## src/rtl/core/drf_pkg.sv

```systemverilog
// ----------------------------------------------------------------------------
// drf_pkg: shared types and constants of the disparity reprojection filter
// Register indexes, divider widths, the per-stage record of the division
// chain and its step and saturation functions.
// ----------------------------------------------------------------------------
package drf_pkg;

  // configuration register indexes
  localparam logic [2:0] REG_X_OFFSET        = 3'd0;
  localparam logic [2:0] REG_Y_OFFSET        = 3'd1;
  localparam logic [2:0] REG_FOCAL_LENGTH    = 3'd2;
  localparam logic [2:0] REG_INV_BASELINE    = 3'd3;
  localparam logic [2:0] REG_DISP_LO         = 3'd4;
  localparam logic [2:0] REG_DISP_HI         = 3'd5;
  localparam logic [2:0] REG_MAX_DEPTH       = 3'd6;
  localparam logic [2:0] REG_DARK_LEVEL      = 3'd7;

  // |w| < 2^33, |numerator| * 2^24 < 2^48 ; quotient bits computed
  localparam int DEN_W = 33;
  localparam int NUM_W = 48;
  localparam int REM_W = DEN_W + 1;

  // restoring division, one quotient bit per cell per lane
  typedef struct packed {
    logic [NUM_W-1:0] quo;   // dividend bits shifting out, quotient bits in
    logic [REM_W-1:0] rem;
    logic             neg;   // result sign
  } div_lane_t;

  typedef struct packed {
    logic             valid;
    logic [DEN_W-1:0] den;
    div_lane_t        lx;
    div_lane_t        ly;
    div_lane_t        lz;
    logic [7:0]       red;
    logic [7:0]       green;
    logic [7:0]       blue;
    logic [30:0]      max_depth;
  } div_stage_t;

  // one restoring step
  function automatic div_lane_t div_step(div_lane_t a, logic [DEN_W-1:0] den);
    div_lane_t        o;
    logic [REM_W-1:0] r;
    logic [REM_W:0]   t;
    r = {a.rem[REM_W-2:0], a.quo[NUM_W-1]};
    t = {1'b0, r} - {2'b0, den};
    o.neg = a.neg;
    if (!t[REM_W]) begin
      o.rem = t[REM_W-1:0];
      o.quo = {a.quo[NUM_W-2:0], 1'b1};
    end else begin
      o.rem = r;
      o.quo = {a.quo[NUM_W-2:0], 1'b0};
    end
    return o;
  endfunction

  // apply sign and saturate to 32 bits
  function automatic logic [31:0] sat_signed(div_lane_t a);
    logic [NUM_W:0] v;
    v = a.neg ? -{1'b0, a.quo} : {1'b0, a.quo};
    if (!a.neg && a.quo > NUM_W'(32'h7FFF_FFFF)) return 32'h7FFF_FFFF;
    if (a.neg && a.quo > NUM_W'(33'h8000_0000)) return 32'h8000_0000;
    return v[31:0];
  endfunction

endpackage

```

## src/rtl/core/drf_front.sv

```systemverilog
// ----------------------------------------------------------------------------
// drf_front: pixel screening and operand setup
// Applies the pixel tests, forms w and the three numerators and loads the
// head of the division chain.
// ----------------------------------------------------------------------------
module drf_front #(
  parameter int MAX_DIM = 4096
) (
  input  logic                clk,
  input  logic                rst_n,
  input  logic                stall,
  input  logic                take,
  input  logic [11:0]         column,
  input  logic [11:0]         row,
  input  logic signed [15:0]  disparity,
  input  logic [7:0]          pixel_red,
  input  logic [7:0]          pixel_green,
  input  logic [7:0]          pixel_blue,
  input  logic signed [16:0]  x_offset,
  input  logic signed [16:0]  y_offset,
  input  logic [17:0]         focal_length,
  input  logic signed [17:0]  inv_baseline,
  input  logic [14:0]         disp_lo,
  input  logic [14:0]         disp_hi,
  input  logic [30:0]         max_depth,
  input  logic [7:0]          dark_level,
  output drf_pkg::div_stage_t out_stage
);

  localparam int NW = drf_pkg::NUM_W;
  localparam int DW = drf_pkg::DEN_W;

  // first stage: tests and products
  logic                  pass_r, pass_nxt;
  logic signed [33:0]    w_r;
  logic signed [17:0]    nx_r, ny_r;
  logic [17:0]           nz_r;
  logic [7:0]            red_r, green_r, blue_r;
  logic [30:0]           depth_r;

  always_comb begin
    pass_nxt = take;
    if ({3'b0, column} >= 15'(MAX_DIM) || {3'b0, row} >= 15'(MAX_DIM)) pass_nxt = 1'b0;
    if (disparity <= 16'sd0) pass_nxt = 1'b0;
    if (disparity < $signed({1'b0, disp_lo}) ||
        disparity > $signed({1'b0, disp_hi})) pass_nxt = 1'b0;
    if (pixel_red <= dark_level && pixel_green <= dark_level &&
        pixel_blue <= dark_level) pass_nxt = 1'b0;
    if (inv_baseline == 18'sd0) pass_nxt = 1'b0;
    // w < 0 gives Z <= 0
    if (inv_baseline < 18'sd0) pass_nxt = 1'b0;
  end

  always_ff @(posedge clk) begin
    if (!rst_n) begin
      pass_r <= 1'b0;
    end else if (!stall) begin
      pass_r <= pass_nxt;
    end
  end

  // hold operands
  always_ff @(posedge clk) begin
    if (!stall) begin
      w_r     <= 34'(inv_baseline) * 34'(disparity);
      nx_r    <= 18'($signed({2'b0, column, 4'b0})) + 18'(x_offset);
      ny_r    <= 18'($signed({2'b0, row, 4'b0})) + 18'(y_offset);
      nz_r    <= focal_length;
      red_r   <= pixel_red;
      green_r <= pixel_green;
      blue_r  <= pixel_blue;
      depth_r <= max_depth;
    end
  end

  // load the division chain head: magnitudes scaled by 2^24
  logic [17:0] mx, my;
  assign mx = nx_r[17] ? 18'(-nx_r) : 18'(nx_r);
  assign my = ny_r[17] ? 18'(-ny_r) : 18'(ny_r);

  always_comb begin
    out_stage.valid     = pass_r;
    out_stage.den       = w_r[DW-1:0];
    out_stage.lx.quo    = NW'({mx, 24'b0});
    out_stage.lx.rem    = '0;
    out_stage.lx.neg    = nx_r[17];
    out_stage.ly.quo    = NW'({my, 24'b0});
    out_stage.ly.rem    = '0;
    out_stage.ly.neg    = ny_r[17];
    out_stage.lz.quo    = NW'({nz_r, 24'b0});
    out_stage.lz.rem    = '0;
    out_stage.lz.neg    = 1'b0;
    out_stage.red       = red_r;
    out_stage.green     = green_r;
    out_stage.blue      = blue_r;
    out_stage.max_depth = depth_r;
  end

endmodule

```

## config.mk

```make
export PLATFORM = sky130hd
export DESIGN_NAME = drf_front
export DESIGN_NICKNAME = d
export VERILOG_FILES = /design/src/rtl/core/drf_pkg.sv /design/src/rtl/core/drf_front.sv
export SDC_FILE = /design/constraint.sdc
export NUM_CORES = 1
export LEC_CHECK = 0
export ABC_AREA = 1
export BUFFER_PORTS_ARGS = -buffer_cell sky130_fd_sc_hd__buf_2
export CAP_MARGIN = 5
export CORE_AREA = 3 3 225 227
export CTS_BUF_LIST = sky130_fd_sc_hd__clkbuf_8
export DETAILED_ROUTE_END_ITERATION = 10
export DIE_AREA = 0 0 228 230
export PLACE_DENSITY = 0.69
export SYNTH_ARGS = -nofsm -noshare
export SYNTH_HDL_FRONTEND = slang
export SYNTH_SLANG_ARGS = --single-unit
```

## constraint.sdc

```tcl
create_clock -name clk -period 7.02 [get_ports clk]
set_clock_uncertainty 0.2 [all_clocks]
set_input_delay 1.404 -clock clk [delete_from_list [all_inputs] [get_ports clk]]
set_output_delay 1.404 -clock clk [all_outputs]
set_load 0.005 [all_outputs]
```

# Yosys cells after proc, flatten, opt, wreduce, memory -nomap -nowiden
# Cells that the tools add are included.
# W data, S select, Z words.
dict set report classes {
  mul 1
  n_div 0
  reduce_logical 4
  eq_ne 0
  bitwise_logic 0
  muxes 7
  magnitude_cmp 7
  shifts 0
  addsub 4
}
# op n
set op_table {}
lappend op_table {{$add A17 B17 Y18} 2}
lappend op_table {{$mux W18} 2}
lappend op_table {{$neg A18 Y18} 2}
lappend op_table {{$mul A18 B16 Y33} 1}
lappend op_table {{$le A8 B8 Y1} 3}
lappend op_table {{$logic_not A18 Y1} 1}
lappend op_table {{$lt A18 B1 Y1 const B} 1}
lappend op_table {{$gt A16 B16 Y1} 1}
lappend op_table {{$le A16 B1 Y1 const B} 1}
lappend op_table {{$lt A16 B16 Y1} 1}
lappend op_table {{$mux W1} 5}
lappend op_table {{$logic_and A1 B1 Y1} 2}
lappend op_table {{$logic_or A1 B1 Y1} 1}
dict set report word_totals {
  out_inout_bits 338
  latch_bits 0
  register_bits 143
  mem_bits_ro 0
  ramBits 0
  elab_cells 32
  n_memories 0
  input_bits 207
}

# Logic depth before layout (Yosys ltp)
# Gate-level depths: netlist of the first run.
dict set report depth {
  ltp_word 6
  mapped_depth 27
  depth_no_buf 25
}

# Worst setup path before layout of the first run
# No wires, ideal clock.
dict set report synth_path {
  path_type {in2reg}
  startpoint {input disparity[5]}
  endpoint {register w_r[31] (data pin)}
  t_arrival_ns 6.714
  stages 23
  required_ns 6.568
  setup_ns 0.252
  path_slack_ns -0.146
  n_path_buf 2
  path_cell_list {clkbuf_1 > buf_1 > nand2_1 > fa_1 > inv_1 > fa_1 > inv_1 > fa_1 > fa_1 > inv_1 > fa_1 > inv_1 > fa_1 > inv_1 > ha_1 > a21oi_1 > nor2_1 > a211oi_1 > o21ai_0 > a21oi_1 > nand2_1 > nand2_1 > nand2_1}
}
dict set report synth_between {
  elab_chain_len 1
}
# item line
set synth_lines {}
lappend synth_lines {{from (decl)} drf_front.sv:15} ;# input logic signed [15:0] disparity,
lappend synth_lines {{$mul A18 B16 Y33} drf_front.sv:65} ;# w_r <= 34'(inv_baseline) * 34'(disparity);
lappend synth_lines {{to (signal assigned)} drf_front.sv:65}
lappend synth_lines {{to (decl)} drf_front.sv:35} ;# logic signed [33:0] w_r;
# No other way between the ends.
# A chain may end at the register's enable or synchronous reset.

# Worst setup path after layout of the first run
dict set report layout_path {
  startpoint {input disparity[10]}
  endpoint {register w_r[28] (data pin)}
}
# The elaborated chain is that of the path after synthesis.

==> results.sh, run 1 <==
export IMPL_post_cts_resized=0
export IMPL_cts_htree_levels=4
export IMPL_drt_wl_total_mm=49.66
export IMPL_crit_chain="buf_2, nand2_1, fa_1, inv_1, fa_1, fa_1, fa_1, fa_1, inv_1, fa_1, inv_1, ha_1, buf_4, nand2_1, nor2_1, inv_1, nor3_1, o21ai_0, nand3_1, xor2_1"
export IMPL_drtAntennaViolNets=0
export IMPL_grt_max_degree=78
export IMPL_yosys_cell_types_count=47
export IMPL_ys_ff_latch=143
export IMPL_chipHeight_microns=230
export IMPL_path_clk_slew_ps=90
export IMPL_setup_violations=0
export IMPL_globalRoute_totalOverflow=0
export IMPL_synth_area_sq_um=20500
export IMPL_drtIter0Drc=783
export IMPL_clk_latency_ps=470
export IMPL_clockBufferDepth=2
export IMPL_drcViolationCount=0
export IMPL_rows=81
export IMPL_fin_tns_setup_ps=0
export IMPL_cp_top_family="adder cells"
export IMPL_max_cap_violations=0
export IMPL_nets=3432
export IMPL_coreArea_sq_um=48850
export IMPL_postCtsSetupBuffers=0
export IMPL_wl_per_cell_microns=14.38
export IMPL_io_pins=545
export IMPL_yosysWarningCount=0
export IMPL_dr_pass1_iters=5
export IMPL_drive_above_1_share_pct=19.07
export IMPL_post_route_min_period_ps=6563
export IMPL_slew_violations=0
export IMPL_start_util_pct=41.98
export IMPL_slew_headroom_pct=44.03
export IMPL_synth_seq_area_share_pct=20.89
export IMPL_cts_made_buffers=17
export IMPL_layout_common_cells="inv_1 (588), nand2_1 (462), buf_2 (351), fa_1 (285), conb_1 (193)"
export IMPL_fin_crit_sh_pct=93.49
export IMPL_hold_violations=0
export IMPL_hold_buffers=0
export IMPL_status="complete, no violations"
export IMPL_die_x_microns=228
export IMPL_arrival_ps=6660
export IMPL_final_common_cell="inv_1"
export IMPL_hpwl_mm=43.41
export IMPL_via_per_inst=4.478
export IMPL_critPathCaptureType="flip-flop"
export IMPL_grt_pass1_wl_mm=80.79
export IMPL_synth_top_area_share_pct=27.92
export IMPL_cts_root_buf="clkbuf_8"
export IMPL_rsz0062_at_grt="no"
export IMPL_dieArea_sq_um=52440
export IMPL_critical_path_buf_inv_count=6
export IMPL_synthCells=2378
export IMPL_cp_data_required_time_ps=7120
export IMPL_critPathMostFrequentCell="fa_1"
export IMPL_netlist_top_cells_area="fa_1 (28%), edfxtp_1 (21%), inv_1 (11%)"
export IMPL_hp_class="flip-flop to flip-flop"
export IMPL_crit_type="primary input to flip-flop"
export IMPL_slowest_stage="fa_1"
export IMPL_antenna_found_initial=2
export IMPL_syn_to_final_growth_pct=14.10
export IMPL_vias=15470
export IMPL_startpoint_type="primary input"
export IMPL_clock_sinks=143
export IMPL_cp_max_fo=16
export IMPL_syn_area_per_cell_sq_um=8.623
export IMPL_synth_top_area_cell="fa_1"
export IMPL_grt_pass1_vias=16240
export IMPL_tightest_slew_ps=839.6
export IMPL_routabilityCongestion=0.8858
export IMPL_grt_usage_pct=19.18
export IMPL_max_stage_delay_ps=560
export IMPL_cts_tree="built"
export IMPL_fmax_mhz=152.4
export IMPL_port_buffers=351
## synthesized netlist by cell type, drive strengths merged
master / count
buf: 216
o311ai: 1
nor3: 21
o21ai: 36
a211oi: 1
nor4: 2
nand3: 42
clkbuf: 52
inv: 591
ha: 163
a31o: 1
xnor2: 23
xor2: 62
a31oi: 5
dfxtp: 1
nand3b: 1
nor2: 115
nand2: 474
a21oi: 81
o2111ai: 2
o21a: 5
edfxtp: 142
clkinv: 2
or2: 8
o31ai: 2
nand4: 21
and3: 1
fa: 286
a21o: 11
a21boi: 1
o21bai: 4
o211ai: 4
conb: 1
## cell type report
type | instances | area (sq um)
Clock buffer | 17 | 234.0
Sequential cell | 143 | 4284
Clock inverter | 15 | 196.4
Inverter | 593 | 2231
Antenna cell | 1 | 2.502
Fill cell | 4753 | 25450
Tap cell | 664 | 830.8
Timing Repair Buffer | 455 | 2663
Multi-Input combinational cell | 1566 | 12950
## stage by stage
step | instances | utilization (%) | hold WS, ps | cell area [sq um] | worst slack (ps)
after floorplan | 2570 | - | 238.4 | 21230 | 26.60
after global placement | 3421 | 47.01 | 244.4 | 22960 | -6.020
after detailed placement | 3421 | 47.01 | 251.9 | 22960 | -7.789
after CTS | 3453 | 47.89 | 265.8 | 23390 | 496.1
after global routing | 3454 | 47.89 | 298.0 | 23390 | 92.34
final | 3454 | 47.89 | 261.4 | 23390 | 457.1
## registers in the layout, summed over array words and instances (netlist names)
signal	flops
w_r	33
depth_r	31
nx_r	18
ny_r	18
nz_r	18
blue_r	8
green_r	8
red_r	8
pass_r	1
## final timing paths
| path | from | to | slack, ps | cells after the start |
|---|---|---|---|---|
| worst max-delay path | disparity[10] | w_r[28] | 460 | 20 |
| worst min-delay path | pass_r | pass_r | 260 | 2 |
| worst max register to register | pass_r | pass_r | 6250 | 2 |
| worst min register to register | pass_r | pass_r | 260 | 2 |
## cell families (layout without fill, tap and decap cells)
family / count (synthesis) / count (layout) / share of synthesized area, %
XOR/XNOR: 85 / 85 / 3.631
AO/OA/AOI/OAI: 154 / 154 / 4.290
flip-flops: 143 / 143 / 20.89
other: 1 / 194 / 0.01829
buffers and inverters: 861 / 1080 / 19.46
AND/OR/NAND/NOR: 685 / 685 / 13.84
adder cells (fa/ha/maj): 449 / 449 / 37.87
## tightest hold or removal path, cell delays in order (launching register included)
cell     delay (ps)
dfxtp_1         320
nand2_1          60
a21oi_1          50
## metal layers
layer | vias up | wire [microns] | track usage [%]
met5 | - | 13 | 0
met4 | 2 | 1340 | 5.900
met3 | 81 | 2719 | 3.122
met2 | 499 | 26220 | 36.24
met1 | 7375 | 19370 | 22.15
li1 | 7510 | - | -
Power of run 1 is not shown: default switching activity piles up to over one toggle a cycle in this logic, so the estimate is an artifact.
==> run 2, diff against run 1 <==
==> config.mk (replaced) <==
export PLATFORM = sky130hd
export DESIGN_NAME = drf_front
export DESIGN_NICKNAME = d
export VERILOG_FILES = /design/src/rtl/core/drf_pkg.sv /design/src/rtl/core/drf_front.sv
export SDC_FILE = /design/constraint.sdc
export NUM_CORES = 1
export LEC_CHECK = 0
export BUFFER_PORTS_ARGS = -buffer_cell sky130_fd_sc_hd__buf_2
export CAP_MARGIN = 5
export CORE_AREA = 3 3 220 222
export CTS_BUF_LIST = sky130_fd_sc_hd__clkbuf_8
export DETAILED_ROUTE_END_ITERATION = 10
export DIE_AREA = 0 0 223 225
export PLACE_DENSITY = 0.7
export SYNTH_ARGS = -nofsm -noshare
export SYNTH_HDL_FRONTEND = slang
export SYNTH_SLANG_ARGS = --single-unit
==> run 2 against run 1 <==
  * Non-clock buffer count grew 77
  * First-iteration DRC count grew 4.2%
  * Maximum frequency shrank 6.3%
  * Die area shrank 4.3%
  * Area after synthesis shrank 4.6%
  * Wire length grew 13%
  * Worst setup slack lost 440 ps
  * Sequential share of layout area grew 0.21 points
  * Utilization grew 1.8 points
  * Largest cell class unchanged
  * Critical path depth shrank 3
==> results.sh, run 2 <==
export IMPL_slowest_stage="o41ai_4"
export IMPL_path_clk_slew_ps=100
export IMPL_synth_edf_count=142
export IMPL_nets=3141
export IMPL_cp_depth=17
export IMPL_yosysWarningCount=0
export IMPL_globalRoute_totalOverflow=0
export IMPL_crit_type="primary input to flip-flop"
export IMPL_dp_slack_ps=-550.3
export IMPL_synth_seq_area_share_pct=21.89
export IMPL_p_switching_mw=7.058
export IMPL_fmax_mhz=142.7
export IMPL_vias=14970
export IMPL_min_to="pass_r"
export IMPL_chipHeight_microns=225
export IMPL_power_leakage_nw=11.81
export IMPL_wl_per_cell_microns=18.00
export IMPL_synthTopCellsByCount="inv_1 (402), fa_1 (286), buf_4 (198)"
export IMPL_cts_htree_levels=4
export IMPL_slew_headroom_pct=43.97
export IMPL_drtIter0Drc=816
export IMPL_grt_max_degree=79
export IMPL_clk_latency_ps=500
export IMPL_die_x_microns=223
export IMPL_drt_wl_total_mm=56.07
export IMPL_via_per_inst=4.806
export IMPL_dieArea_sq_um=50180
export IMPL_syn_to_final_growth_pct=18.19
export IMPL_hpwl_mm=48.69
export IMPL_post_route_min_period_ps=7007
export IMPL_timing_rr_start="pass_r"
export IMPL_critPathCaptureType="flip-flop"
export IMPL_min_from="pass_r"
export IMPL_synth_area_sq_um=19570
export IMPL_drive_above_1_share_pct=23.78
export IMPL_max_stage_delay_ps=670
export IMPL_clock_sinks=143
export IMPL_yosys_cell_types_count=56
export IMPL_largest_register="w_r"
export IMPL_cp_data_required_time_ps=7080
export IMPL_power_frac_seq_pct=10.8
export IMPL_synth_ff_type="edfxtp_1"
export IMPL_p_int_mw=8.285
export IMPL_finalWorstSetupSlack_ps=12.80
export IMPL_hold_violations=0
export IMPL_reg2reg_slack_ps=5950
export IMPL_synth_top_area_share_pct=29.26
export IMPL_max_cap_violations=0
export IMPL_antenna_found_initial=19
export IMPL_vdd_drop_max_v=0.0009399
export IMPL_io_pins=545
export IMPL_nFillCells=4217
export IMPL_critical_path_buf_inv_count=3
export IMPL_total_power_mw=15.34
export IMPL_cp_max_fo=12
export IMPL_hp_class="flip-flop to flip-flop"
export IMPL_grt_pass1_wl_mm=85.24
export IMPL_power_frac_comb_pct=84.4
export IMPL_layout_common_cells="inv_1 (399), buf_2 (343), fa_1 (281), nand2_1 (194), conb_1 (193)"
export IMPL_ys_ff_latch=143
export IMPL_status="complete, no violations"
export IMPL_synthCells=1994
export IMPL_r2r_end="pass_r"
export IMPL_arrival_ps=7070
export IMPL_fin_area_sq_um=23130
export IMPL_port_buffers=351
export IMPL_synth_most_common_cell="inv_1"
export IMPL_grt_usage_pct=22.07
export IMPL_dr_pass1_iters=5
export IMPL_synth_top_area_cell="fa_1"
export IMPL_slew_violations=0
export IMPL_async_flop_share_pct=0
export IMPL_biggestRegsByFlops="w_r: 33 flops, depth_r: 31 flops"
export IMPL_crit_chain="clkbuf_4, buf_4, nand2_1, fa_1, fa_1, fa_1, fa_1, inv_1, fa_1, fa_1, ha_1, nand4_1, o41ai_4, a31oi_2, a21oi_2, nor3_1, a311o_1"
export IMPL_place_area_sq_um=22560
export IMPL_fin_tns_setup_ps=0
export IMPL_fin_crit_sh_pct=99.82
export IMPL_final_common_cell="inv_1"
export IMPL_hold_depth=2
export IMPL_drtAntennaViolNets=0
export IMPL_coreArea_sq_um=46560
export IMPL_grt_pass1_vias=15680
export IMPL_setup_violations=0
export IMPL_syn_area_per_cell_sq_um=9.814
export IMPL_routabilityCongestion=0.9546
export IMPL_holdWs_ps=316.7
export IMPL_drcViolationCount=0
export IMPL_clockPowerShare_pct=4.8
export IMPL_sw_frac_of_total_pct=46.00
export IMPL_critPathMostFrequentCell="fa_1"
export IMPL_p_per_area_nw_per_um2=663.4
export IMPL_reg2regPathDepth=2
export IMPL_cts_root_buf="clkbuf_8"
export IMPL_tightest_slew_ps=840.5
export IMPL_rows=79
export IMPL_start_util_pct=42.03
export IMPL_netlist_top_cells_area="fa_1 (29%), edfxtp_1 (22%), ha_1 (10%)"
export IMPL_largest_reg_flops=33
export IMPL_cp_top_family="adder cells"
export IMPL_cts_made_buffers=17
export IMPL_cts_tree="built"
export IMPL_startpoint_type="primary input"
export IMPL_clockBufferDepth=2
run 2: cell count changes after synthesis, sizes merged, moves of 11 or more:
cell    change
nand2     -279
inv       -189
and2      +126
nor2       -61
xnor2      +46
xor2       -44
a21oi      -33
nand3      -22
nand2b     +15
buf        -14
a21o       +11
nand4      -11
run 2: repair_timing:
item                       4_1_cts  5_1_grt
gates resized for setup          0       23
setup endpoints to repair        0        8
setup buffers                    0        3
hold buffers                     0        0
run 2: cells by family (layout without fill, tap and decap cells):
group	after synthesis	in the layout	share of synthesized area (%)
compound gates	186	186	6.336
xor+xnor	87	87	3.894
fa+ha+maj	449	449	39.68
buf+inv	654	966	16.34
flops	143	143	21.89
other cells	1	203	0.01916
simple gates	474	474	11.84
run 2: area by class of cell:
cell class / instances / area [sq um] / share of cell area, %
clock inverter: 15 / 201.4 / 0.8710
multi-input combinational: 1389 / 12920 / 55.85
inverter: 402 / 1514 / 6.546
tap: 607 / 759.5 / 3.284
clock buffer: 17 / 234.0 / 1.012
antenna: 10 / 25.02 / 0.1082
timing repair buffer: 532 / 3193 / 13.81
sequential: 143 / 4284 / 18.52
run 2: routing by layer:
layer / vias up / global-route usage, % / routed length (microns)
met5: - / 0 / 32
li1: 6835 / - / -
met3: 112 / 3.673 / 3830
met1: 7391 / 26.19 / 20670
met2: 627 / 38.76 / 28840
met4: 6 / 11.24 / 2687
run 2: power groups by stage:
stage | Sequential (mW) | Clock, mW | Combinational (mW)
global placement | 1.67 | 0 | 12.4
CTS | 1.65 | 0.765 | 12.9
global route | 1.67 | 0.801 | 14.6
detailed placement | 1.67 | 0 | 12.7
floorplan | 1.68 | 0 | 7.95
finish | 1.65 | 0.743 | 12.9
run 2: worst max-delay path by stage:
stage | startpoint | endpoint | slack (ps)
floorplan | inv_baseline[17] | w_r[29] | -50
global placement | disparity[1] | w_r[32] | -440
detailed placement | disparity[1] | w_r[32] | -550
CTS | disparity[1] | w_r[32] | 9
global route | disparity[6] | w_r[29] | -30
finish | disparity[1] | w_r[29] | 10
run 2: stage by stage:
step	utilization, %	cells
finish	49.68	3115
global route	49.68	3115
CTS	49.40	3102
detailed placement	48.46	3070
global placement	48.46	3070
floorplan	-	2186
run 2: worst reg2reg max path: stages (launching register included):
cell,delay [ps]
dfxtp_1,340
a211o_1,290
a2bb2oi_1,140
Power figures use the tool's default switching activity.
