[src/rtl/core/drf_pkg.sv]
// ----------------------------------------------------------------------------
// drf_pkg: shared types and constants of the disparity reprojection filter
// Register indexes, divider widths, the per-stage record of the division
// chain and its step and saturation functions.
// ----------------------------------------------------------------------------
package drf_pkg;

  // configuration register indexes
  localparam logic [2:0] REG_X_OFFSET        = 3'd0;
  localparam logic [2:0] REG_Y_OFFSET        = 3'd1;
  localparam logic [2:0] REG_FOCAL_LENGTH    = 3'd2;
  localparam logic [2:0] REG_INV_BASELINE    = 3'd3;
  localparam logic [2:0] REG_DISP_LO         = 3'd4;
  localparam logic [2:0] REG_DISP_HI         = 3'd5;
  localparam logic [2:0] REG_MAX_DEPTH       = 3'd6;
  localparam logic [2:0] REG_DARK_LEVEL      = 3'd7;

  // |w| < 2^33, |numerator| * 2^24 < 2^48 ; quotient bits computed
  localparam int DEN_W = 33;
  localparam int NUM_W = 48;
  localparam int REM_W = DEN_W + 1;

  // restoring division, one quotient bit per cell per lane
  typedef struct packed {
    logic [NUM_W-1:0] quo;   // dividend bits shifting out, quotient bits in
    logic [REM_W-1:0] rem;
    logic             neg;   // result sign
  } div_lane_t;

  typedef struct packed {
    logic             valid;
    logic [DEN_W-1:0] den;
    div_lane_t        lx;
    div_lane_t        ly;
    div_lane_t        lz;
    logic [7:0]       red;
    logic [7:0]       green;
    logic [7:0]       blue;
    logic [30:0]      max_depth;
  } div_stage_t;

  // one restoring step
  function automatic div_lane_t div_step(div_lane_t a, logic [DEN_W-1:0] den);
    div_lane_t        o;
    logic [REM_W-1:0] r;
    logic [REM_W:0]   t;
    r = {a.rem[REM_W-2:0], a.quo[NUM_W-1]};
    t = {1'b0, r} - {2'b0, den};
    o.neg = a.neg;
    if (!t[REM_W]) begin
      o.rem = t[REM_W-1:0];
      o.quo = {a.quo[NUM_W-2:0], 1'b1};
    end else begin
      o.rem = r;
      o.quo = {a.quo[NUM_W-2:0], 1'b0};
    end
    return o;
  endfunction

  // apply sign and saturate to 32 bits
  function automatic logic [31:0] sat_signed(div_lane_t a);
    logic [NUM_W:0] v;
    v = a.neg ? -{1'b0, a.quo} : {1'b0, a.quo};
    if (!a.neg && a.quo > NUM_W'(32'h7FFF_FFFF)) return 32'h7FFF_FFFF;
    if (a.neg && a.quo > NUM_W'(33'h8000_0000)) return 32'h8000_0000;
    return v[31:0];
  endfunction

endpackage

[src/rtl/core/drf_div_cell.sv]
// ----------------------------------------------------------------------------
// drf_div_cell: one cell of the division chain
// Retires one quotient bit of each of the three lanes and passes the record on.
// ----------------------------------------------------------------------------
module drf_div_cell (
  input  logic                clk,
  input  logic                rst_n,
  input  logic                stall,
  input  drf_pkg::div_stage_t in_stage,
  output drf_pkg::div_stage_t out_stage
);

  drf_pkg::div_stage_t stage_r;
  drf_pkg::div_stage_t stage_nxt;

  // step all lanes against the shared divisor
  always_comb begin
    stage_nxt    = in_stage;
    stage_nxt.lx = drf_pkg::div_step(in_stage.lx, in_stage.den);
    stage_nxt.ly = drf_pkg::div_step(in_stage.ly, in_stage.den);
    stage_nxt.lz = drf_pkg::div_step(in_stage.lz, in_stage.den);
  end

  // advance unless the chain is held
  always_ff @(posedge clk) begin
    if (!rst_n) begin
      stage_r.valid <= 1'b0;
    end else if (!stall) begin
      stage_r <= stage_nxt;
    end
  end

  assign out_stage = stage_r;

endmodule

[config.mk]
export PLATFORM = sky130hd
export DESIGN_NAME = drf_div_cell
export DESIGN_NICKNAME = d
export VERILOG_FILES = /design/src/rtl/core/drf_pkg.sv /design/src/rtl/core/drf_div_cell.sv
export SDC_FILE = /design/constraint.sdc
export NUM_CORES = 1
export LEC_CHECK = 0
export BUFFER_PORTS_ARGS = -buffer_cell sky130_fd_sc_hd__buf_2
export CORE_AREA = 2 2 266 268
export DETAILED_ROUTE_END_ITERATION = 8
export DIE_AREA = 0 0 268 270
export GPL_TIMING_DRIVEN = 1
export PLACE_DENSITY = 0.5
export SLEW_MARGIN = 20
export SYNTH_ARGS = -nofsm -noshare
export SYNTH_HDL_FRONTEND = slang
export SYNTH_SLANG_ARGS = --single-unit
[constraint.sdc]
create_clock -name clk -period 19.5 [get_ports clk]
set_input_delay 0 -clock clk [delete_from_list [all_inputs] [get_ports clk]]
set_output_delay 0 -clock clk [all_outputs]
set_load 0.05 [all_outputs]
Word-level counts from Yosys, hierarchy flattened --
Index checks and enable logic that the tools add are counted. Widths: inputs -> output; s select.
Storage, ports and cells: bits of input ports 341, logic and storage cells 23, output and inout bits 338, register bits 338
Operators by class: multiplexer cells 3, reductions and logical operators 1, bitwise operators 1, add/subtract/negate cells 3
Operator list (number):
- $mux 35 | 3
- $sub 34x33->35 | 3
- $reduce_and 2->1 | 1
- $not 1->1 | 1

Depth between registers and ports, before layout --
Gate-level depths: netlist of run 1.
depth after elaboration 2, gate-level depth with buffers 15, gate-level depth less buffers 14

Least setup slack after synthesis of run 1 --
OpenSTA, ideal clock, no wires.
path type input -> register, start point in stall, end point reg stage_r, in the netlist out_stage[0], enable pin, path buffers 0, setup time 1.089 ns, required time 18.411 ns, arrival 14.887 ns, path slack 3.525 ns, cell stages on the path 1, path through nor2b_1
Between the ends: word-level cells in the longest chain between the ends 2
Ends and longest elaborated chain:
- start: declaration | line drf_div_cell.sv:8 | input logic stall,
- $not 1->1 (no line)
- $reduce_and 2->1 (no line)
- end signal: assignment | line drf_div_cell.sv:29 | stage_r <= stage_nxt;
- end: declaration | line drf_div_cell.sv:13 | drf_pkg::div_stage_t stage_r;
Every way passes these cells. A chain may end at the register's enable or synchronous reset.

==> run_results.csv, run 1 <==
group,metric,value,unit
yosys,syn_avg_cell_area,12.8,um2
global_routing,grt_max_degree,75,
floorplanning,die_w,268,um
yosys,ys_seq_area_share,61.2,%
pwr,max-vdd-ir-drop,0.0000597,V
timing,tns,0,ps
placed_design,dp_hpwl,55700,um
detailed_routing,drcViolationCount,0,
finish,utilization,37.3,%
critical_path,endpoint_kind,"register",
floorplanning,die_h,270,um
timing,finalHoldViolations,0,
global_routing,grt_pass1_wl,102000,um
critical_path,critical_path.max_fanout,38,
finish,multiInputGateArea,6040,um2
yosys,synth-edff-count,337,
detailed_routing,routed_wl,71300,um
critical_path,crit_arrival,4350,ps
detailed_routing,antenna_left,0,
critical_path,criticalPathCategory,"in -> reg",
pwr,p_leak,0.0110,uW
timing,setup_violations,0,
cts,postCtsSetupBuffers,0,
finish,largest_reg_flops,338,
global_routing,track_usage,19.1,%
run_status,status,"complete, no violations",
timing,period_needed,4040,ps
cts,clkTransAtPathRegs,60,ps
finish,final_cells,3309,
flow_run,maxCapViolCount,0,
cts,post_cts_resized,0,
timing,slew_viol_final,0,
yosys,ys_warn_count,0,
yosys,async_flop_share,0,%
floorplanning,ios,679,
placed_design,dp.cells,2883,
pwr,power.total,2380,uW
timing,setup_slack,15460,ps
timing,finClkSkew,0,ps
yosys,synth-seq-cells,338,
placed_design,place_worst_setup_slack,15350,ps
critical_path,startpoint_type,"input pin",
worst_hold_path,hold_class,"in -> reg",
detailed_routing,detail_route.iter0.violations,793,
floorplanning,placementRows,97,
critical_path,required,19810,ps
global_routing,overflow,0,
detailed_routing,routed_via_density,4.45,
timing,rsz0062_at_grt,"false",
detailed_routing,vias,14700,
cts,clockBufferDepth,3,
finish,fillCellCount,6816,
cts,clock-sinks,338,
finish,area_delta_synth_final,56.5,%
cts,numCtsBuffers,41,
yosys,synth_cells,1295,
timing,maxSlewHeadroom,32.6,%
timing,worstMarginPinSlew,1010,ps
timing,fin_crit_sh,20.7,%
cts,cts_tree,"yes",
global_routing,grt_antenna_before_repair,15,
detailed_routing,drt_first_pass_iters,5,
cts,worstSkewPairLatency,560,ps
yosys,syn-cell-area,16600,um2
placed_design,io_buffers,675,
yosys,ys.flop_type,"edfxtp_1",
floorplanning,core,69500,um2
yosys,synth_fp_nets,1738,
global_routing,grt_pass1_vias,15300,
yosys,ys_types,74,
pwr,p_per_area,91.8,nW/um2
finish,layout-drive-gt1-share,33.7,%
cts,root_buffer,"clkbuf_16",
placed_design,finalWeightedCongestion,0.908,
finish,fin_nets,2767,
detailed_routing,wl_per_cell,21.5,um
timing,fmax,0.248,GHz
floorplanning,die_area,72400,um2
cts,cts_max_level,2,
finish,layout.area.seq,10100,um2
floorplanning,initial_core_util,23.8,%
[what timing repair did]
item	in CTS	in global routing
hold buffers	338	0
setup endpoints to repair	0	0
hold endpoints to repair	346	0
[through the flow]
| step | area, um2 | hold slack (ps) |
|---|---|---|
| after floorplan | 16600 | 98.9 |
| after global placement | 21000 | 178 |
| after detailed placement | 21000 | 178 |
| after CTS | 25900 | 96.4 |
| after global routing | 25900 | 114 |
| final | 25900 | 143 |
[cells in the mapped netlist, types with 9 or more instances]
cell	instances	area share [%]
nand3_1	17	0.51
o21bai_1	11	0.50
nor2_1	65	1.5
o21a_1	21	0.95
nor3_1	14	0.42
a211oi_1	10	0.45
edfxtp_1	337	61
ha_1	99	7.5
o21ai_0	92	2.8
inv_1	57	1.3
a31oi_1	14	0.53
buf_2	9	0.27
a21o_1	56	2.5
nor2b_1	10	0.38
clkbuf_1	18	0.41
xor2_1	38	2.0
nand4_1	17	0.64
and3_1	11	0.42
xnor2_1	44	2.3
nand2_1	116	2.6
a21oi_1	104	3.1
[report_power, final]
part	total (uW)	internal [uW]	switching (uW)
clock	857	528	329
combinational	632	204	427
sequential	891	875	16.8
[per-layer routing]
layer | wire, um | GRT usage [%] | vias up
met4 | 3550 | 9.41 | 4
met1 | 27100 | 20.7 | 7118
li1 | - | - | 6991
met2 | 36600 | 34.9 | 487
met5 | 23 | 0 | -
met3 | 4040 | 4.03 | 114
[kinds of logic (layout without fill, tap and decap cells)]
| kind of cell | count (synthesis) | in the layout | synth area share (%) |
|---|---|---|---|
| xor gates and xnor gates | 82 | 82 | 4.33 |
| adders and majority gates | 102 | 102 | 7.84 |
| AOI/OAI and AO/OA | 383 | 383 | 15.1 |
| other | 0 | 12 | 0 |
| and+or+nand+nor | 276 | 276 | 7.54 |
| buffers and inverters | 94 | 1156 | 2.44 |
| muxes | 20 | 20 | 1.50 |
| DFF | 338 | 338 | 61.2 |
[worst max-delay path: stages]
cell and delay, ps:
dlygate4sd3_1 530, buf_2 180, ha_1 180, inv_1 60, fa_1 420, a211oi_2 250, o211ai_1 170, a31oi_1 440
o31ai_2 180, a21oi_2 280, o21ai_2 150, a21oi_4 480, buf_4 430, inv_2 220, mux2_1 350
[final cells by class]
cell class / instances / area share [%]
clock buffer: 42 / 4.05
tap: 940 / 4.54
clock inverter: 34 / 1.74
multi-input combinational: 863 / 23.3
antenna: 12 / 0.116
sequential: 338 / 39.1
inverter: 59 / 0.854
timing repair buffer: 1021 / 26.3
[layout by cell type (no fill, tap or decap), types with 9 or more instances in the layout]
cell type,Yosys,routed
a31oi_1,14,14
xor2_1,38,38
nor3_1,14,14
dlygate4sd3_1,0,338
nor2_1,65,65
clkbuf_16,0,42
a21o_1,56,56
xnor2_1,44,44
ha_1,99,99
and3_1,11,11
nand3_1,17,17
edfxtp_1,337,337
buf_2,9,675
a211oi_1,10,10
clkinv_2,0,14
nor2b_1,10,9
o21a_1,21,21
nand2_1,116,116
o21ai_0,92,92
bufinv_16,0,10
a21oi_1,104,104
inv_1,57,57
nand4_1,17,17
o21bai_1,11,11
diode_2,0,12
[path summary, 6_finish.rpt]
check / from / endpoint / slack, ps / depth (start not counted)
setup reg to reg: out_stage[337]$_SDFFE_PN0N_ / out_stage[337]$_SDFFE_PN0N_ / 18340 / 3
hold reg to reg: out_stage[337]$_SDFFE_PN0N_ / out_stage[337]$_SDFFE_PN0N_ / 1090 / 3
hold / removal: in_stage[128] / out_stage[129]$_DFFE_PP_ / 140 / 2
setup / recovery: in_stage[304] / out_stage[72]$_DFFE_PP_ / 15460 / 15
No activity file was read; power rests on OpenSTA's default activity.
==> run 2, diff against run 1 <==
- ABC_AREA: unset -> 1
- CORE_AREA: 2 2 266 268 -> 2 2 263 265
- DIE_AREA: 0 0 268 270 -> 0 0 265 267
- PLACE_DENSITY: 0.5 -> 0.55
- clock period: 19.5 -> 4 ns (I/O delays scaled with it)
==> run_results.csv, run 2 <==
group,metric,value,unit
placed_design,dp_hpwl,72900,um
global_routing,grt_max_degree,69,
timing,setup_violations,0,
critical_path,crit_arrival,3050,ps
yosys,synth_commonest_cells,"nand2_1, edfxtp_1, inv_1",
detailed_routing,routed_wl,89300,um
finish,fin_nets,3635,
cts,clockBufferDepth,3,
worst_hold_path,hp-start,"in_stage[176]",
critical_path,required,4440,ps
global_routing,grt_use_met3,4.77,%
timing,finClkSkew,0,ps
timing,slew_viol_final,0,
critical_path,r2r_setup_slack,2900,ps
detailed_routing,wl_per_cell,21.7,um
pwr,p_per_area,423,nW/um2
cts,clkTransAtPathRegs,60,ps
floorplanning,die_w,265,um
global_routing,grt_antenna_before_repair,18,
timing,tns,0,ps
finish,final_cells,4118,
placed_design,finalWeightedCongestion,0.975,
yosys,synthTopCellsByArea,"edfxtp_1, nand2_1, ha_1, inv_1, nand3_1",
detailed_routing,vias,18500,
cts,cts_tree,"yes",
cts,worstSkewPairLatency,580,ps
global_routing,grt_pass1_wl,125000,um
cts,root_buffer,"clkbuf_16",
timing,period_needed,2610,ps
finish,area_delta_synth_final,49.6,%
detailed_routing,drcViolationCount,0,
finish,largest_reg_flops,338,
critical_path,endpoint_kind,"register",
finish,mostFrequentLayoutCells,"nand2_1, buf_2, dlygate4sd3_1, edfxtp_1, inv_1",
global_routing,track_usage,24.5,%
yosys,synth_top_area_share,53.3,%
timing,whs,129,ps
yosys,synth.most_common_cell,"nand2_1",
global_routing,busiest_layer,"met2",
yosys,async_flop_share,0,%
yosys,synth_cells,2140,
yosys,synth-seq-cells,338,
finish,utilization,41.8,%
global_routing,grt_use_met2,45.4,%
finish,layout-drive-gt1-share,26.4,%
yosys,synth_fp_nets,2583,
floorplanning,ios,679,
timing,maxSlewHeadroom,35.9,%
floorplanning,initial_core_util,28.0,%
critical_path,cp-startpoint,"in_stage[317]",
placed_design,dp.cells,3691,
floorplanning,placementRows,96,
detailed_routing,drt_first_pass_iters,6,
flow_run,maxCapViolCount,0,
floorplanning,die_area,70800,um2
timing,rsz0062_at_grt,"false",
critical_path,criticalPathCategory,"in -> reg",
yosys,synth_area_leader_cell,"edfxtp_1",
critical_path,critical_path.max_fanout,36,
run_status,status,"complete, no violations",
global_routing,overflow,0,
finish,final_common_cell,"nand2_1",
yosys,syn-cell-area,19000,um2
detailed_routing,antenna_left,0,
floorplanning,die_h,267,um
critical_path,startpoint_type,"input pin",
global_routing,met1_usage,28.1,%
cts,clock-sinks,338,
timing,finalHoldViolations,0,
timing,worstMarginPinSlew,959,ps
worst_hold_path,hold_class,"in -> reg",
yosys,synth-edff-count,337,
yosys,ys_types,38,
yosys,ys_warn_count,0,
pwr,p_leak,0.0138,uW
timing,fmax,0.383,GHz
placed_design,io_buffers,675,
cts,numCtsBuffers,44,
pwr,power.total,12000,uW
yosys,ys.flop_type,"edfxtp_1",
yosys,ys_seq_area_share,53.4,%
timing,fin_crit_sh,65.2,%
global_routing,grt_pass1_vias,18600,
detailed_routing,routed_via_density,4.50,
pwr,max-vdd-ir-drop,0.000288,V
cts,cts_max_level,2,
floorplanning,core,68000,um2
critical_path,timing.rr.start,"out_stage[337]$_SDFFE_PN0N_",
yosys,syn_avg_cell_area,8.88,um2
detailed_routing,detail_route.iter0.violations,1109,
## run 2: cell families (layout without fill, tap and decap cells)
family	count (synthesis)	count (layout)	synth area share, %
AND/OR/NAND/NOR	1220	1220	27.4
adder cells (fa/ha/maj)	102	102	6.83
other	0	9	0
AO/OA/AOI/OAI	106	106	3.14
XOR/XNOR	45	45	2.07
flip-flops	338	338	53.4
buffers and inverters	329	1416	7.18
## run 2: path summary, 6_finish.rpt
kind,to,cells past startpoint
worst max register to register,out_stage[337]$_SDFFE_PN0N_,3
worst max-delay path,out_stage[74]$_DFFE_PP_,15
worst min-delay path,out_stage[177]$_DFFE_PP_,2
worst min register to register,out_stage[337]$_SDFFE_PN0N_,3
## run 2: layout make-up
type                       instances  area (um2)
timing repair buffer            1024        6900
antenna                            9        22.5
clock buffer                      51        1150
inverter                         311        1190
clock inverter                    30         420
sequential                       338       10100
multi-input combinational       1473        7500
fill                            6764       39500
tap                              882        1100
## run 2: per-stage QoR
stage	setup WS (ps)	instance area (um2)
finish	1390	28400
global route	1210	28400
CTS	1440	28400
detailed placement	1390	23500
global placement	1410	23500
floorplan	-1410	19000
## run 2: repair_timing
action                                 in CTS  in global routing
gates resized for setup                     0                  0
endpoints found under the hold margin     344                  0
buffers inserted                            0                  0
hold buffers                              337                  0
## run 2: power by group
group	internal (uW)	switching, uW	leakage [uW]
logic	988	2390	0.00985
clock network	2650	1660	0.000749
registers	4250	92.6	0.00316
total	7890	4140	0.0138
## run 2: critical path: stages
cell	delay [ps]
dlygate4sd3_1	600
buf_2	150
inv_1	250
ha_1	340
nand2_1	190
inv_2	40
nand2_1	60
nand2_1	70
a21oi_1	270
nand2_2	110
nand2_2	80
nand2_4	270
inv_4	410
nand2_1	90
nand2_1	90
## run 2: per-layer routing
| layer | part of all wire, % | vias to the layer above |
|---|---|---|
| li1 | - | 9058 |
| met1 | 39 | 8721 |
| met2 | 51 | 597 |
| met3 | 6.0 | 120 |
| met4 | 3.7 | 18 |
| met5 | 0.12 | - |
==> run 3, diff against run 2 <==
- CORE_AREA: 2 2 263 265 -> 2 2 261 263
- DIE_AREA: 0 0 265 267 -> 0 0 263 265
- PLACE_DENSITY: 0.55 -> 0.57
- clock period: 4 -> 2.2 ns (I/O delays scaled with it)
==> run_results.csv, run 3 (synthesized netlist as in run 2, its figures left out) <==
group,metric,value,unit
critical_path,worstReg2RegEnd,"out_stage[337]$_SDFFE_PN0N_",
critical_path,criticalPathCategory,"in -> reg",
run_status,violations,"negative setup slack",
pwr,netSwitchingPower,7750,uW
critical_path,max_stage_delay,540,ps
cts,clkTransAtPathRegs,70,ps
pwr,internal-power,14400,uW
timing,fin_crit_sh,100,%
detailed_routing,wl_per_cell,22.1,um
placed_design,dp_hpwl,75400,um
timing,tns,-4.81,ps
detailed_routing,vias,19100,
timing,setup_slack,-4.81,ps
critical_path,startpoint_type,"input pin",
finish,mostFrequentLayoutCells,"nand2_1, buf_2, edfxtp_1",
cts,worstSkewPairLatency,580,ps
pwr,clkPwrFrac,34.4,%
global_routing,grt_pass1_vias,19200,
critical_path,crit_chain,"dlygate4sd3_1, buf_2, clkinvlp_4, ha_4, nand2_1, nor2_1, inv_1, nor3_1, nand2_1, nand2_2, nand2_1, nand2_1, nand2_1, nand3_1, nand2_2",
cts,numCtsBuffers,43,
critical_path,required,2540,ps
placed_design,io_buffers,675,
placed_design,finalWeightedCongestion,1.00,
floorplanning,die_area,69700,um2
worst_hold_path,hold_depth,4,
timing,slew_viol_final,0,
detailed_routing,antenna_left,0,
cts,cts_tree,"yes",
detailed_routing,detail_route.iter0.violations,1404,
critical_path,reg2reg_depth,3,
finish,largest_reg_flops,338,
timing,whs,71.7,ps
detailed_routing,routed_via_density,4.56,
critical_path,timing.rr.start,"out_stage[337]$_SDFFE_PN0N_",
global_routing,grt_max_degree,93,
critical_path,crit_slowest_cell,"dlygate4sd3_1",
floorplanning,placementRows,95,
critical_path,crit_arrival,2550,ps
pwr,swShare,35.0,%
pwr,p_leak,0.0142,uW
global_routing,grt_antenna_before_repair,13,
floorplanning,ios,679,
run_status,status,"complete, but fails checks",
timing,rsz0062_at_grt,"true",
global_routing,track_usage,25.8,%
pwr,seqPwrFrac,35.6,%
critical_path,endpoint_kind,"register",
floorplanning,initial_core_util,28.4,%
pwr,max-vdd-ir-drop,0.000569,V
finish,layout-drive-gt1-share,31.0,%
timing,finalHoldViolations,0,
finish,fillCellCount,6596,
cts,cts_max_level,2,
finish,multiInputGateArea,7970,um2
cts,clockBufferDepth,3,
timing,worstMarginPinSlew,634,ps
floorplanning,die_h,265,um
timing,finClkSkew,0,ps
timing,maxSlewHeadroom,57.7,%
finish,layout.area.seq,10100,um2
global_routing,grt_pass1_wl,130000,um
detailed_routing,drt_first_pass_iters,7,
worst_hold_path,hold_class,"in -> reg",
cts,root_buffer,"clkbuf_16",
timing,fmax,0.454,GHz
critical_path,cp_common_cell,"nand2_1",
critical_path,critical_path.max_fanout,4,
critical_path,r2r_setup_slack,1110,ps
pwr,power_frac_comb,29.9,%
flow_run,maxCapViolCount,0,
floorplanning,die_w,263,um
timing,setup_violations,1,
pwr,p_per_area,746,nW/um2
finish,fin_nets,3729,
floorplanning,core,66800,um2
detailed_routing,routed_wl,92800,um
finish,area_delta_synth_final,56.4,%
worst_hold_path,hp-start,"rst_n",
worst_hold_path,min_to,"out_stage[299]$_DFFE_PP_",
detailed_routing,drcViolationCount,0,
cts,clock-sinks,338,
finish,final_common_cell,"nand2_1",
critical_path,cp-startpoint,"in_stage[315]",
global_routing,overflow,0,
timing,period_needed,2200,ps
-- run 3: cell types whose count changed in the layout (fill, tap and decap cells not counted), moves of 8 or more --
cell | before | now
buf_12 | 5 | 16
ha_4 | 0 | 21
nand2_1 | 824 | 806
a21oi_2 | 7 | 15
ha_1 | 99 | 74
nand2_2 | 34 | 51
clkinvlp_4 | 5 | 14
inv_1 | 288 | 280
nor2_2 | 6 | 19
buf_4 | 7 | 86
nor2_1 | 142 | 127
a21oi_1 | 68 | 59
-- run 3: repair_timing --
| item | 4_1_cts | 5_1_grt |
|---|---|---|
| hold buffers | 336 | 3 |
| gates resized for setup | 0 | 103 |
| setup buffers | 0 | 8 |
| endpoints found under the setup margin | 0 | 100 |
| endpoints found under the hold margin | 343 | 3 |
-- run 3: worst max-delay path by stage --
stage | end | slack (ps) | depth (start not counted)
global placement | out_stage[254]$_DFFE_PP_ | -30 | 14
global route | out_stage[168]$_DFFE_PP_ | -20 | 15
floorplan | out_stage[0]$_DFFE_PP_ | -3210 | 2
detailed placement | out_stage[168]$_DFFE_PP_ | -20 | 17
finish | out_stage[168]$_DFFE_PP_ | -5 | 15
CTS | out_stage[166]$_DFFE_PP_ | 40 | 19
-- run 3: through the flow --
step | setup WS [ps] | instance area, um2 | utilization (%) | cells | power (uW)
2_1_floorplan | -3210 | 19000 | - | 2140 | 11900
3_3_place_gp | -29.1 | 24200 | 36.3 | 3766 | 13900
3_5_place_dp | -16.7 | 24200 | 36.3 | 3766 | 13900
4_1_cts | 35.6 | 29100 | 43.5 | 4178 | 22200
5_1_grt | -21.8 | 29700 | 44.5 | 4193 | 23100
6_report | -4.81 | 29700 | 44.5 | 4197 | 22200
-- run 3: area by class of cell --
class                   instances  area share (%)
clock buffers                  49            3.70
well taps                     873            3.68
flip-flops and latches        338            34.1
multi-input cells            1473            26.8
repair buffers               1119            26.3
clock inverters                27            1.27
inverters                     311            4.11
diodes                          7          0.0589
-- run 3: metal layers --
metal	global-route usage, %	up-vias	wire length [um]
met2	47.2	672	47200
li1	-	9227	-
met5	0	-	93
met3	4.72	160	5270
met1	29.2	9061	35700
met4	11.5	14	4490
-- run 3: worst max-delay path, delay by kind of cell --
kind / cells / cell delay [ps]
AND/OR/NAND/NOR: 10 / 1110
buffers and inverters: 4 / 1040
adder cells (fa/ha/maj): 1 / 390
-- run 3: power groups by stage --
stage | Combinational (uW) | Sequential, uW | Clock (uW)
6_report | 6630 | 7900 | 7630
5_1_grt | 7080 | 7940 | 8040
4_1_cts | 6460 | 7890 | 7830
3_5_place_dp | 5910 | 8010 | 0
3_3_place_gp | 5900 | 8020 | 0
2_1_floorplan | 2100 | 9780 | 0
